## config.mk

```make
export PLATFORM = sky130hd
export DESIGN_NAME = pdc_law
export DESIGN_NICKNAME = d
export VERILOG_FILES = /design/src/hw/rtl/pdc_pkg.sv /design/src/hw/rtl/pdc_law.sv
export SDC_FILE = /design/constraint.sdc
export NUM_CORES = 2
export LEC_CHECK = 0
export BUFFER_PORTS_ARGS = -buffer_cell sky130_fd_sc_hd__buf_4
export CAP_MARGIN = 20
export CORE_MARGIN = 3
export CORE_UTILIZATION = 52
export DETAILED_ROUTE_END_ITERATION = 6
export MAX_ROUTING_LAYER = met4
export PLACE_DENSITY = 0.69
export SLEW_MARGIN = 15
export SYNTH_ARGS = -nofsm -noshare
export SYNTH_HDL_FRONTEND = slang
export SYNTH_SLANG_ARGS = --single-unit
export TNS_END_PERCENT = 5
```

## constraint.sdc

```tcl
create_clock -name vclk -period 36.3
set_clock_uncertainty 0.1 [all_clocks]
set_input_delay 3.63 -clock vclk [all_inputs]
set_output_delay 3.63 -clock vclk [all_outputs]
set_load 0.03 [all_outputs]
```

## src/hw/rtl/pdc_pkg.sv

```systemverilog
// shared constants, types and register map of the preset pd position controller
`timescale 1ns / 1ps
`default_nettype none

package pdc_pkg;

   // fixed field widths
   localparam int GAIN_W      = 16;
   localparam int PRESET_W    = 24;
   localparam int DRIVE_W     = 8;
   localparam int LEVEL_W     = 3;
   localparam int CMD_W       = 2;
   localparam int FRAC_W      = 16;
   localparam int MAX_PRESETS = 5;

   // parameter defaults
   localparam int POS_WIDTH_DEF   = 24;
   localparam int NUM_PRESETS_DEF = 5;

   // configuration port
   localparam int CSR_ADDR_W = 3;
   localparam int CSR_DATA_W = 24;

   localparam logic [CSR_ADDR_W-1:0] REG_GAIN_P      = 3'd0;
   localparam logic [CSR_ADDR_W-1:0] REG_GAIN_D_RATE = 3'd1;
   localparam logic [CSR_ADDR_W-1:0] REG_DEAD_BAND   = 3'd2;
   localparam logic [CSR_ADDR_W-1:0] REG_PRESET_ZERO = 3'd3;

   // commands
   localparam logic [CMD_W-1:0] CMD_TICK = 2'd0;
   localparam logic [CMD_W-1:0] CMD_UP   = 2'd1;
   localparam logic [CMD_W-1:0] CMD_DOWN = 2'd2;

   // drive limits
   localparam int DRIVE_MAX = 127;
   localparam logic signed [DRIVE_W-1:0] DRIVE_POS  = 8'sd127;
   localparam logic signed [DRIVE_W-1:0] DRIVE_NEG  = -8'sd127;
   localparam logic signed [DRIVE_W-1:0] DRIVE_ZERO = 8'sd0;

   // register reset values
   localparam logic [GAIN_W-1:0] GAIN_P_RESET      = 16'd1311;
   localparam logic [GAIN_W-1:0] GAIN_D_RATE_RESET = 16'd1638;
   localparam logic [GAIN_W-1:0] DEAD_BAND_RESET   = 16'd10;

   localparam logic signed [PRESET_W-1:0] PRESET_RESET [MAX_PRESETS] = '{
      24'sd0, 24'sd3400, 24'sd4800, 24'sd15000, 24'sd25000
   };

   typedef struct packed {
      logic [GAIN_W-1:0] gain_p;
      logic [GAIN_W-1:0] gain_d_rate;
      logic [GAIN_W-1:0] dead_band;
   } pdc_gains_type;

   typedef struct packed {
      logic signed [DRIVE_W-1:0] drive;
      logic                      drive_valid;
   } pdc_result_type;

endpackage

`default_nettype wire

```

## src/hw/rtl/pdc_law.sv

```systemverilog
// pd control law: error, weighted sum, truncation, saturation, dead band and manual drive
`timescale 1ns / 1ps
`default_nettype none

module pdc_law
   import pdc_pkg::*;
#(
   parameter int POS_WIDTH = POS_WIDTH_DEF,
   localparam int ERR_W = ((POS_WIDTH > PRESET_W) ? POS_WIDTH : PRESET_W) + 1
) (
   input  wire logic [CMD_W-1:0]            cmd,
   input  wire logic signed [POS_WIDTH-1:0] position,
   input  wire logic                        manual_hold,
   input  wire logic                        raise_button,
   input  wire logic                        lower_button,
   input  wire logic signed [PRESET_W-1:0]  target,
   input  wire logic signed [ERR_W-1:0]     last_error,
   input  wire pdc_gains_type               gains,
   output logic signed [ERR_W-1:0]          error,
   output pdc_result_type                   result
);

   localparam int ACC_W = ERR_W + 19;
   localparam int Q_W   = ACC_W - FRAC_W;
   localparam logic signed [Q_W-1:0] Q_MAX = Q_W'(DRIVE_MAX);
   localparam logic signed [Q_W-1:0] Q_MIN = -Q_MAX;

   logic signed [ERR_W-1:0]  pos_ext, tgt_ext;
   logic signed [ERR_W:0]    diff;
   logic signed [GAIN_W:0]   gp_s, gd_s;
   logic signed [ERR_W+16:0] prod_p;
   logic signed [ERR_W+17:0] prod_d;
   logic signed [ACC_W-1:0]  acc;
   logic signed [Q_W-1:0]    quot;
   logic                     round_up;
   logic signed [DRIVE_W-1:0] sat, manual_drive;
   logic [ERR_W-1:0]         mag;
   logic                     over_band;

   assign pos_ext = $signed({{(ERR_W-POS_WIDTH){position[POS_WIDTH-1]}}, position});
   assign tgt_ext = $signed({{(ERR_W-PRESET_W){target[PRESET_W-1]}}, target});
   assign error   = tgt_ext - pos_ext;
   assign diff    = $signed({error[ERR_W-1], error})
                  - $signed({last_error[ERR_W-1], last_error});

   assign gp_s   = $signed({1'b0, gains.gain_p});
   assign gd_s   = $signed({1'b0, gains.gain_d_rate});
   assign prod_p = gp_s * error;
   assign prod_d = gd_s * diff;
   assign acc    = $signed({{2{prod_p[ERR_W+16]}}, prod_p})
                 + $signed({prod_d[ERR_W+17], prod_d});

   // shift floors, so step up by one for a negative sum with a fraction
   assign round_up = acc[ACC_W-1] && (|acc[FRAC_W-1:0]);
   assign quot     = acc[ACC_W-1:FRAC_W] + $signed({{(Q_W-1){1'b0}}, round_up});

   always_comb begin
      if (quot > Q_MAX) begin
         sat = DRIVE_POS;
      end else if (quot < Q_MIN) begin
         sat = DRIVE_NEG;
      end else begin
         sat = quot[DRIVE_W-1:0];
      end
   end

   assign mag          = error[ERR_W-1] ? ERR_W'(-error) : ERR_W'(error);
   assign over_band    = mag > {{(ERR_W-GAIN_W){1'b0}}, gains.dead_band};
   assign manual_drive = raise_button ? DRIVE_POS : (lower_button ? DRIVE_NEG : DRIVE_ZERO);

   always_comb begin
      result.drive       = DRIVE_ZERO;
      result.drive_valid = 1'b0;
      case (cmd)
         CMD_TICK: begin
            if (manual_hold) begin
               result.drive       = manual_drive;
               result.drive_valid = 1'b1;
            end else if (over_band) begin
               result.drive       = sat;
               result.drive_valid = 1'b1;
            end
         end
         default: begin
            result.drive       = DRIVE_ZERO;
            result.drive_valid = 1'b0;
         end
      endcase
   end

endmodule

`default_nettype wire

```

==> metrics.md <==
| Metric | Value |
|---|---|
| Vias in the first global route | 28,090 |
| Post-Syn Area | 34,670 µm² |
| Fin crit period | 23,130 ps |
| Diode count | 0 |
| Arr. time, crit path | 19,400 ps |
| Min-Delay Path Class | in2out |
| Synth Instances | 3,974 |
| Syn Area/Cell | 8.724 µm² |
| Max Fclk | 0.04324 GHz |
| Worst setup EP type | primary output |
| PortBufs | 160 |
| Area leader, netlist | fa_1 |
| Reg area | 0 µm² |
| # nets final | 5,258 |
| Period utilization | 63.72% |
| Ys Warns | 0 |
| Synth top area share | 50.53% |
| Status | complete, no violations |
| Routed WL | 89.09 mm |
| CP max stage delay | 950 ps |
| Die area | 69,800 µm² |
| Initial antenna violation count | 1 |
| Total GRT Usage | 27.39% |
| Syn nets | 5,226 |
| FFs & Latches | 0 |
| DRT Pass-1 Iters | 6 |
| GPL Wtd Cong | 0.9396 |
| Crit start category | input pin |
| Initial Utilization | 52.64% |
| Setup TNS | 0 ps |
| Dpl hpwl | 77.31 mm |
| Remaining DRCs | 0 |
| Area of the core | 65,860 µm² |
| Height of the die | 264.2 µm |
| Via count | 26,310 |
| Gr ovfl total | 0 |
| I/O pin count | 160 |
| Synth cell types | 95 |
| # Max-Cap Violations | 0 |
| Starting DRT DRC Count | 1,902 |
| Final setup viols | 0 |
| Post-CTS setup buffers | 0 |
| Antenna viol nets, final | 0 |
| Sequential fraction of the synthesis area | 0% |
| Hold Vio Cnt, Final | 0 |
| Top post-synthesis cells by area | fa_1 51%, inv_1 11%, ha_1 9.1% |
| Number of hold buffers added after cts | 0 |
| Share of layout cells above drive strength 1 | 6.943% |
| First-pass GRT wire length | 149.7 mm |
| WL/cell | 18.30 µm |
| Post-CTS sizing | 0 |
| Clock buf count | 0 |
| Worst Path Required | 32,570 ps |
| CP max stage cell | fa_1 |
| Vias/cell | 5.405 |
| Max_slew headroom | 31.82% |
| Hold Path Origin | cmd[0] |
| RSZ-0062 raised after global routing | no |
| Crit Path Class | in2out |
| Pin count of the biggest net entering global routing | 36 |
| CP startpoint | target[0] |
| Slew @ Worst Pin | 994.3 ps |
| Die width | 264.2 µm |
| Max Slew Vio Count | 0 |
| Synth-to-Final Area Change | 6.222% |
| Site Rows | 94 |
| Crit Path Max Fanout | 23 |
synthesized netlist by cell type, drive strengths merged (15+ instances only):
cell type and number:
ha 251, nand2b 18, a21oi 93, a31oi 15, nand4 24, and2 315, fa 875, a21o 37
a211oi 16, clkbuf 144, xnor2 77, o21ai 49, nor2b 38, xor2 43, nand2 555, o21a 16
inv 1011, buf 30, nand3 33, nor2 77, or2 15, nor3 39
stage by stage:
step | util (%) | setup slack (ps) | area (µm²) | hold slack [ps] | std cells
detailed placement | 55.91 | 13260 | 36830 | 7440 | 4868
CTS | 55.91 | 13180 | 36830 | 7441 | 4868
global route | 55.91 | 11990 | 36830 | 7456 | 4868
global placement | 55.91 | 13350 | 36830 | 7436 | 4868
floorplan | - | 14220 | 34670 | 7275 | 3974
finish | 55.91 | 13170 | 36830 | 7439 | 4868
worst paths after layout:
| check | end | slack [ps] | depth (start not counted) |
|---|---|---|---|
| setup / recovery | result[3] | 13170 | 58 |
| hold / removal | result[8] | 7440 | 3 |
logic make-up (layout without fill, tap and decap cells):
group | count (synthesis) | in the layout | share of synthesized area [%]
simple gates | 1194 | 1194 | 17.31
buf+inv | 1186 | 1216 | 12.90
fa+ha+maj | 1126 | 1126 | 59.59
compound gates | 342 | 342 | 6.922
xor+xnor | 121 | 121 | 3.140
mux | 5 | 5 | 0.1480
routing by layer:
layer	share of wire, %	vias to the layer above	GRT usage (%)	routed length (µm)
li1	-	11880	-	-
met5	0	-	-	0
met4	2.2	0	4.935	1932
met3	8.2	115	3.977	7322
met2	45	963	41.67	40400
met1	44	13360	39.82	39440
layout make-up:
type	count	area (µm²)
fillers	6043	29040
inverters	1012	3799
multi-input cells	2788	30410
well taps	864	1081
repair buffers	204	1531
placed cells by master (no fill, tap or decap), types with 44 or more instances in the layout:
cell type	instances
ha_1	251
o21ai_0	44
buf_4	204
inv_1	1010
xnor2_1	60
nor2_1	77
and2_1	315
nand2_1	553
fa_1	875
a21oi_1	92
worst max-delay path: cells and delay by family:
kind / cells / cell delay (ps)
buffers and inverters: 11 / 1130
and+or+nand+nor: 11 / 2380
muxes: 1 / 790
AOI/OAI and AO/OA: 20 / 5480
xor gates and xnor gates: 2 / 270
adders and majority gates: 13 / 5710
Power is not shown: default switching activity piles up to over one toggle a cycle in this logic, so the estimate is an artifact.
