## config.mk

```make
export PLATFORM = sky130hd
export DESIGN_NAME = pdc_regs
export DESIGN_NICKNAME = d
export VERILOG_FILES = /design/src/hw/rtl/pdc_pkg.sv /design/src/hw/rtl/pdc_regs.sv
export SDC_FILE = /design/constraint.sdc
export NUM_CORES = 1
export LEC_CHECK = 0
export ABC_AREA = 0
export BUFFER_PORTS_ARGS = -buffer_cell sky130_fd_sc_hd__buf_2
export CELL_PAD_IN_SITES_DETAIL_PLACEMENT = 1
export CELL_PAD_IN_SITES_GLOBAL_PLACEMENT = 1
export CORE_MARGIN = 2
export CORE_UTILIZATION = 45
export DETAILED_ROUTE_END_ITERATION = 8
export PLACE_DENSITY_LB_ADDON = 0.3
export SYNTH_ARGS = -nofsm -noshare
export SYNTH_HDL_FRONTEND = slang
export SYNTH_SLANG_ARGS = --single-unit
```

## constraint.sdc

```tcl
create_clock -name clock -period 3.1 [get_ports clock]
set_input_delay 0.155 -clock clock [delete_from_list [all_inputs] [get_ports clock]]
set_output_delay 0.155 -clock clock [all_outputs]
set_load 0.05 [all_outputs]
```

## src/hw/rtl/pdc_pkg.sv

```systemverilog
// shared constants, types and register map of the preset pd position controller
`timescale 1ns / 1ps
`default_nettype none

package pdc_pkg;

   // fixed field widths
   localparam int GAIN_W      = 16;
   localparam int PRESET_W    = 24;
   localparam int DRIVE_W     = 8;
   localparam int LEVEL_W     = 3;
   localparam int CMD_W       = 2;
   localparam int FRAC_W      = 16;
   localparam int MAX_PRESETS = 5;

   // parameter defaults
   localparam int POS_WIDTH_DEF   = 24;
   localparam int NUM_PRESETS_DEF = 5;

   // configuration port
   localparam int CSR_ADDR_W = 3;
   localparam int CSR_DATA_W = 24;

   localparam logic [CSR_ADDR_W-1:0] REG_GAIN_P      = 3'd0;
   localparam logic [CSR_ADDR_W-1:0] REG_GAIN_D_RATE = 3'd1;
   localparam logic [CSR_ADDR_W-1:0] REG_DEAD_BAND   = 3'd2;
   localparam logic [CSR_ADDR_W-1:0] REG_PRESET_ZERO = 3'd3;

   // commands
   localparam logic [CMD_W-1:0] CMD_TICK = 2'd0;
   localparam logic [CMD_W-1:0] CMD_UP   = 2'd1;
   localparam logic [CMD_W-1:0] CMD_DOWN = 2'd2;

   // drive limits
   localparam int DRIVE_MAX = 127;
   localparam logic signed [DRIVE_W-1:0] DRIVE_POS  = 8'sd127;
   localparam logic signed [DRIVE_W-1:0] DRIVE_NEG  = -8'sd127;
   localparam logic signed [DRIVE_W-1:0] DRIVE_ZERO = 8'sd0;

   // register reset values
   localparam logic [GAIN_W-1:0] GAIN_P_RESET      = 16'd1311;
   localparam logic [GAIN_W-1:0] GAIN_D_RATE_RESET = 16'd1638;
   localparam logic [GAIN_W-1:0] DEAD_BAND_RESET   = 16'd10;

   localparam logic signed [PRESET_W-1:0] PRESET_RESET [MAX_PRESETS] = '{
      24'sd0, 24'sd3400, 24'sd4800, 24'sd15000, 24'sd25000
   };

   typedef struct packed {
      logic [GAIN_W-1:0] gain_p;
      logic [GAIN_W-1:0] gain_d_rate;
      logic [GAIN_W-1:0] dead_band;
   } pdc_gains_type;

   typedef struct packed {
      logic signed [DRIVE_W-1:0] drive;
      logic                      drive_valid;
   } pdc_result_type;

endpackage

`default_nettype wire

```

## src/hw/rtl/pdc_regs.sv

```systemverilog
// configuration registers and preset target select
`timescale 1ns / 1ps
`default_nettype none

module pdc_regs
   import pdc_pkg::*;
#(
   parameter int NUM_PRESETS = NUM_PRESETS_DEF
) (
   input  wire logic                                clock,
   input  wire logic                                reset,
   input  wire logic                                csr_we,
   input  wire logic [CSR_ADDR_W-1:0]               csr_index,
   input  wire logic [CSR_DATA_W-1:0]               csr_wdata,
   input  wire logic [$clog2(NUM_PRESETS)-1:0]      sel,
   output pdc_gains_type                            gains,
   output logic signed [PRESET_W-1:0]               target
);

   logic [GAIN_W-1:0]          gain_p_ff, gain_p_in;
   logic [GAIN_W-1:0]          gain_d_rate_ff, gain_d_rate_in;
   logic [GAIN_W-1:0]          dead_band_ff, dead_band_in;
   logic signed [PRESET_W-1:0] preset_ff [NUM_PRESETS];
   logic signed [PRESET_W-1:0] preset_in [NUM_PRESETS];

   always_comb begin
      gain_p_in      = gain_p_ff;
      gain_d_rate_in = gain_d_rate_ff;
      dead_band_in   = dead_band_ff;
      if (csr_we && csr_index == REG_GAIN_P) begin
         gain_p_in = csr_wdata[GAIN_W-1:0];
      end
      if (csr_we && csr_index == REG_GAIN_D_RATE) begin
         gain_d_rate_in = csr_wdata[GAIN_W-1:0];
      end
      if (csr_we && csr_index == REG_DEAD_BAND) begin
         dead_band_in = csr_wdata[GAIN_W-1:0];
      end
      for (int i = 0; i < NUM_PRESETS; i++) begin
         preset_in[i] = preset_ff[i];
         if (csr_we && csr_index == REG_PRESET_ZERO + CSR_ADDR_W'(i)) begin
            preset_in[i] = $signed(csr_wdata[PRESET_W-1:0]);
         end
      end
   end

   always_ff @(posedge clock) begin
      if (reset) begin
         gain_p_ff      <= GAIN_P_RESET;
         gain_d_rate_ff <= GAIN_D_RATE_RESET;
         dead_band_ff   <= DEAD_BAND_RESET;
         for (int i = 0; i < NUM_PRESETS; i++) begin
            preset_ff[i] <= PRESET_RESET[i];
         end
      end else begin
         gain_p_ff      <= gain_p_in;
         gain_d_rate_ff <= gain_d_rate_in;
         dead_band_ff   <= dead_band_in;
         for (int i = 0; i < NUM_PRESETS; i++) begin
            preset_ff[i] <= preset_in[i];
         end
      end
   end

   assign gains.gain_p      = gain_p_ff;
   assign gains.gain_d_rate = gain_d_rate_ff;
   assign gains.dead_band   = dead_band_ff;
   assign target            = preset_ff[sel];

endmodule

`default_nettype wire

```

==> results of run 1 <==
## area by class of cell
| cell class | instances | share of cell area |
|---|---|---|
| flip-flops and latches | 168 | 0.576 |
| multi-input cells | 291 | 0.230 |
| repair buffers | 115 | 0.0783 |
| clock buffers | 19 | 0.0600 |
| well taps | 184 | 0.0290 |
| clock inverters | 13 | 0.0147 |
| inverters | 26 | 0.0123 |
## metal layers
layer,vias to the layer above,part of all wire,track usage
met5,-,0,0
met4,0,0.013,0.0686
met3,15,0.057,0.0578
met2,113,0.50,0.364
met1,2161,0.43,0.270
li1,2067,-,-
## registers in the layout, indices dropped and copies added (netlist names)
| signal | cells |
|---|---|
| dead_band_ff | 16 |
| gain_d_rate_ff | 16 |
| gain_p_ff | 16 |
| preset_ff | 120 |
## through the flow
step	utilization	std cells	hold WS [ns]	total power [mW]
after floorplan	-	522	0.279	3.03
after global placement	0.507	782	0.438	3.19
after detailed placement	0.507	782	0.447	3.22
after CTS	0.550	816	0.000973	5.29
after global routing	0.550	816	0.0172	5.43
final	0.550	816	0.0149	5.25
## worst max-delay path: stages
cell      delay (ns)
buf_2           0.46
nand2b_1        0.42
buf_4           0.26
buf_4           0.21
a211oi_1        0.07
a221oi_1        0.26
buf_2           0.32
## timing repair
item | 4_1_cts | 5_1_grt
hold endpoints to repair | 3 | 0
setup buffers | 0 | 0
resized for setup | 0 | 0
hold buffers | 2 | 0
## power breakdown
group / leakage (nW) / total (mW) / internal (mW) / switching, mW
Sequential: 1.56 / 2.60 / 2.56 / 0.0435
Clock: 0.286 / 2.08 / 1.20 / 0.876
Combinational: 1.19 / 0.571 / 0.147 / 0.424
## cells by family (layout without fill, tap and decap cells)
family                 count (synthesis)  in the layout  synth area share
AND/OR/NAND/NOR                      174            174             0.136
flip-flops                           168            168             0.691
AO/OA/AOI/OAI                         93             93            0.0947
buffers and inverters                 63            173            0.0419
multiplexers                          24             24            0.0364
## cells in the mapped netlist
cell | instances | area, um2
dfxtp_1 | 48 | 961
inv_1 | 26 | 97.6
and4bb_2 | 2 | 25.0
nand2_1 | 86 | 323
o21ai_0 | 2 | 10.0
a221oi_1 | 24 | 210
nor4b_4 | 1 | 23.8
buf_6 | 2 | 22.5
buf_2 | 16 | 80.1
and2_1 | 24 | 150
nand4bb_1 | 2 | 22.5
a211oi_1 | 24 | 180
buf_4 | 1 | 7.51
nor2b_1 | 24 | 150
nand2b_1 | 14 | 87.6
nor3b_2 | 1 | 12.5
nor3_1 | 6 | 30.0
a21oi_1 | 40 | 200
mux2i_1 | 24 | 240
nor2_1 | 4 | 15.0
clkbuf_1 | 17 | 63.8
nand3_1 | 9 | 45.0
o31ai_1 | 2 | 15.0
edfxtp_1 | 120 | 3600
a41o_1 | 1 | 10.0
clkbuf_2 | 1 | 5.00
or4b_4 | 1 | 13.8
## path summary, 6_finish.rpt
path / startpoint / to / depth (start not counted)
max: sel[2] / target[16] / 7
min: csr_wdata[2] / dead_band_ff[2]$_SDFFE_PP0P_ / 3
max reg2reg: gain_d_rate_ff[2]$_SDFFE_PP1P_ / gain_d_rate_ff[2]$_SDFFE_PP1P_ / 2
min reg2reg: dead_band_ff[11]$_SDFFE_PP0P_ / dead_band_ff[11]$_SDFFE_PP0P_ / 2
==> reports/qor.csv, run 1 <==
stage;metric;value;unit
status;outcome;finished clean;
detailed_routing;drc;0;
power;p_per_area;662;nW/um2
synthesis;ys_warn_count;0;
synthesis;syn-cell-area;6610;um2
placed_design;place_area;7320;um2
floorplan;die_width;125;um
cells_and_area;final_common_cell;edfxtp_1;
cells_and_area;multi_input_area;1820;um2
cells_and_area;regArea;4560;um2
timing;maxSlewViolCount;0;
cts;clk_pin_slew_worst_paths;0.07;ns
floorplan;die_y;125;um
worst_setup_path;crit_arrival;2.17;ns
power;ir_worst_vdd;416;uV
cells_and_area;finalNetCount;652;
power;leakagePower;3.03;nW
cts;cts_max_level;4;
worst_hold_path;hp-class;in2reg;
synthesis;ys_ff_latch;168;
cts;clockRootBuffer;clkbuf_16;
global_route;grt.total_usage;0.215;
cells_and_area;fin_area;7930;um2
cts;clock_sinks;168;
placed_design;dp_hpwl;10.4;mm
detailed_routing;postRouteAntennaNets;0;
timing;hold_violations;0;
global_route;grt_overflow;0;
global_route;grt_pass1_wl;25.7;mm
timing;min_period_over_period;0.751;
cells_and_area;area_growth;20.0;%
timing;setup_ws;0.770;ns
worst_setup_path;crit_fanout;26;
timing;fin_crit;2.33;ns
floorplan;fp-row-count;44;
placed_design;numPortBuffers;104;
detailed_routing;num_vias;4356;
floorplan;start_util;0.458;
synthesis;ys_types;27;
timing;fmax;0.429;GHz
floorplan;core;14400;um2
global_route;antenna_found_initial;0;
detailed_routing;dr.pass1.iters;4;
global_route;grt_max_degree;52;
cts;cts_buffers;17;
timing;rsz0062_at_grt;no;
global_route;grt_pass1_vias;4690;
synthesis;synth_area_per_cell;12.7;um2
cells_and_area;drive_gt1_frac;0.245;
worst_setup_path;critPathRequiredTime;2.94;ns
worst_setup_path;startpoint_type;input pin;
cells_and_area;final_cell_mix;edfxtp_1, buf_2, nand2_1;
detailed_routing;dr.first_iter.drc_count;296;
cells_and_area;num_antenna_cells;0;
cells_and_area;nFillCells;1537;
cts;cts_tree;yes;
cts;clock_latency;0.42;ns
placed_design;gp_congestion;0.739;
job;max-cap-violations;0;
synthesis;synthCells;522;
timing;setup_violations;0;
cts;clockBufferDepth;2;
detailed_routing;viasPerCell;5.34;
detailed_routing;postRouteWirelength;16.3;mm
placed_design;dp_slack;0.799;ns
worst_setup_path;path_class;in2out;
worst_setup_path;r2r_slack;2.38;ns
detailed_routing;routedWlPerCell;20.0;um
synthesis;synth_seq_area_share;0.691;
timing;fin_setup_tns;0;ns
timing;worst_slew_pin_slew;0.987;ns
synthesis;synth_nets;555;
floorplan;dieArea;15700;um2
timing;slew_headroom;0.340;
floorplan;pin_count;105;
timing;skew;0;ns
worst_setup_path;end_kind;output port;
(Power assumes the default switching activity.)
==> inputs of run 2 (changes only) <==
- CORE_UTILIZATION: 45 -> 41
- clock period: 3.1 -> 2.1 ns (I/O delays scaled with it)
==> reports/qor.csv, run 2 (synthesis results as in run 1) <==
stage;metric;value;unit
worst_setup_path;slowest_delay;0.38;ns
worst_setup_path;r2r_end;dead_band_ff[2]$_SDFFE_PP0P_;
power;leakagePower;3.16;nW
global_route;grt_max_degree;73;
detailed_routing;routedWlPerCell;18.9;um
cells_and_area;final_cell_mix;edfxtp_1, buf_2, nand2_1;
cells_and_area;finalNetCount;674;
worst_hold_path;hold_depth;3;
power;intPower;5.87;mW
timing;hold_violations;0;
worst_hold_path;whs_endpoint;gain_p_ff[5]$_SDFFE_PP0P_;
worst_setup_path;critPathSlowestCell;a221oi_1;
worst_hold_path;worstHoldStart;csr_wdata[5];
timing;skew;0;ns
cts;clock_sinks;168;
status;outcome;finished clean;
power;clockPowerShare;0.396;
cts;cts_tree;yes;
worst_setup_path;startpoint_type;flip-flop;
cells_and_area;area_growth;25.0;%
global_route;grt_overflow;0;
power;switchingPower;1.99;mW
timing;fin_crit;1.77;ns
timing;rsz0062_at_grt;no;
floorplan;pin_count;105;
placed_design;dp_hpwl;10.4;mm
detailed_routing;postRouteAntennaNets;0;
timing;setup_ws;0.328;ns
worst_setup_path;critical_path.reg2reg.startpoint;dead_band_ff[2]$_SDFFE_PP0P_;
timing;fin_setup_tns;0;ns
cells_and_area;drive_gt1_frac;0.246;
floorplan;core;15800;um2
worst_setup_path;critPathBufInv;1;
global_route;grt_pass1_vias;4799;
worst_setup_path;r2r_slack;0.92;ns
worst_setup_path;crit_family;compound AO/OA/AOI/OAI gates;
worst_setup_path;crit_fanout;1;
timing;worst_slew_pin_slew;0.745;ns
power;seq_power_share;0.488;
timing;setup_violations;0;
worst_setup_path;critPathRequiredTime;2.00;ns
cells_and_area;multi_input_area;1810;um2
worst_setup_path;cp_num_cells;4;
floorplan;fp-row-count;46;
floorplan;dieArea;17100;um2
cts;clockRootBuffer;clkbuf_16;
cts;cts_buffers;17;
cells_and_area;fin_area;8260;um2
global_route;antenna_found_initial;0;
power;ir_worst_vdd;559;uV
placed_design;place_area;7480;um2
detailed_routing;num_vias;4464;
detailed_routing;dr.pass1.iters;4;
cells_and_area;final_common_cell;edfxtp_1;
cells_and_area;largest-register;preset_ff;
worst_setup_path;cp_cell_sequence;nor2b_1, a211oi_1, a221oi_1, buf_2;
power;power_frac_comb;0.116;
cells_and_area;largest_reg_flops;120;
detailed_routing;postRouteWirelength;16.5;mm
placed_design;numPortBuffers;104;
cells_and_area;regArea;4560;um2
worst_setup_path;path_class;reg2out;
cts;clock_latency;0.43;ns
worst_setup_path;crit_arrival;1.67;ns
timing;fmax;0.564;GHz
detailed_routing;viasPerCell;5.13;
timing;maxSlewViolCount;0;
floorplan;die_width;131;um
worst_hold_path;hp-class;in2reg;
worst_setup_path;end_kind;output port;
cts;clk_pin_slew_worst_paths;0.07;ns
global_route;grt.total_usage;0.208;
cts;cts_max_level;4;
job;max-cap-violations;0;
cells_and_area;nFillCells;1633;
timing;min_period_over_period;0.844;
worst_setup_path;r2r_cells;3;
detailed_routing;drc;0;
floorplan;start_util;0.417;
placed_design;gp_congestion;0.768;
cells_and_area;num_antenna_cells;0;
detailed_routing;dr.first_iter.drc_count;284;
cts;clockBufferDepth;2;
floorplan;die_y;131;um
placed_design;dp_slack;0.537;ns
power;p_per_area;952;nW/um2
global_route;grt_pass1_wl;26.1;mm
timing;whs;0.0151;ns
cts;cts_resized;0;
timing;slew_headroom;0.501;
power;power_switching_share;0.253;
==> run 2: cell types whose count changed in the layout (fill, tap and decap cells not counted), sizes merged <==
cell,delta
buf,+6
clkbuf,+1
clkinv,-2
clkinvlp,+1
dlygate4sd3,+16
==> run 2: repair_timing <==
action / in CTS / in global routing
endpoints found under the setup margin: 0 / 0
endpoints found under the hold margin: 29 / 0
setup buffers: 0 / 0
hold buffers: 18 / 0
==> run 2: power groups by stage <==
stage | Clock [mW] | Combinational, mW | Sequential [mW]
after floorplan | 0 | 0.510 | 3.96
after global placement | 0 | 0.881 | 3.89
after detailed placement | 0 | 0.900 | 3.91
after CTS | 3.15 | 0.927 | 3.84
after global routing | 3.29 | 0.979 | 3.85
final | 3.11 | 0.914 | 3.83
==> run 2: worst max path at each step <==
stage	from	endpoint	slack [ns]
floorplan	csr_index[2]	preset_ff[1][0]$_DFFE_PP_	-0.56
global placement	sel[2]	target[7]	0.54
detailed placement	sel[2]	target[7]	0.54
CTS	preset_ff[2][5]$_DFFE_PP_	target[5]	0.30
global route	preset_ff[2][2]$_DFFE_PP_	target[2]	0.26
finish	preset_ff[2][7]$_DFFE_PP_	target[7]	0.33
==> run 2: area by class of cell <==
cell class	count	share of cell area
clock buffer	20	0.0593
multi-input combinational	291	0.219
inverter	26	0.0118
clock inverter	12	0.0133
tap	216	0.0327
sequential	168	0.553
timing repair buffer	137	0.111
==> run 2: through the flow <==
stage,cells,total power [mW],utilization
2_1_floorplan,522,4.47,-
3_3_place_gp,820,4.77,0.472
3_5_place_dp,820,4.81,0.472
4_1_cts,870,7.92,0.522
5_1_grt,870,8.13,0.522
6_report,870,7.86,0.522
==> run 2: routing by layer <==
layer	track usage	routed length (um)	vias up
met5	0	0	-
met1	0.242	6950	2244
met2	0.362	8320	103
li1	-	-	2104
met4	0.0676	214	0
met3	0.0717	987	13
==> run 2: tightest hold or removal path: cells and delay by family <==
| kind | cells | cell delay (ns) |
|---|---|---|
| and+or+nand+nor | 1 | 0.08 |
| buffers and inverters | 1 | 0.16 |
| AOI/OAI and AO/OA | 1 | 0.05 |
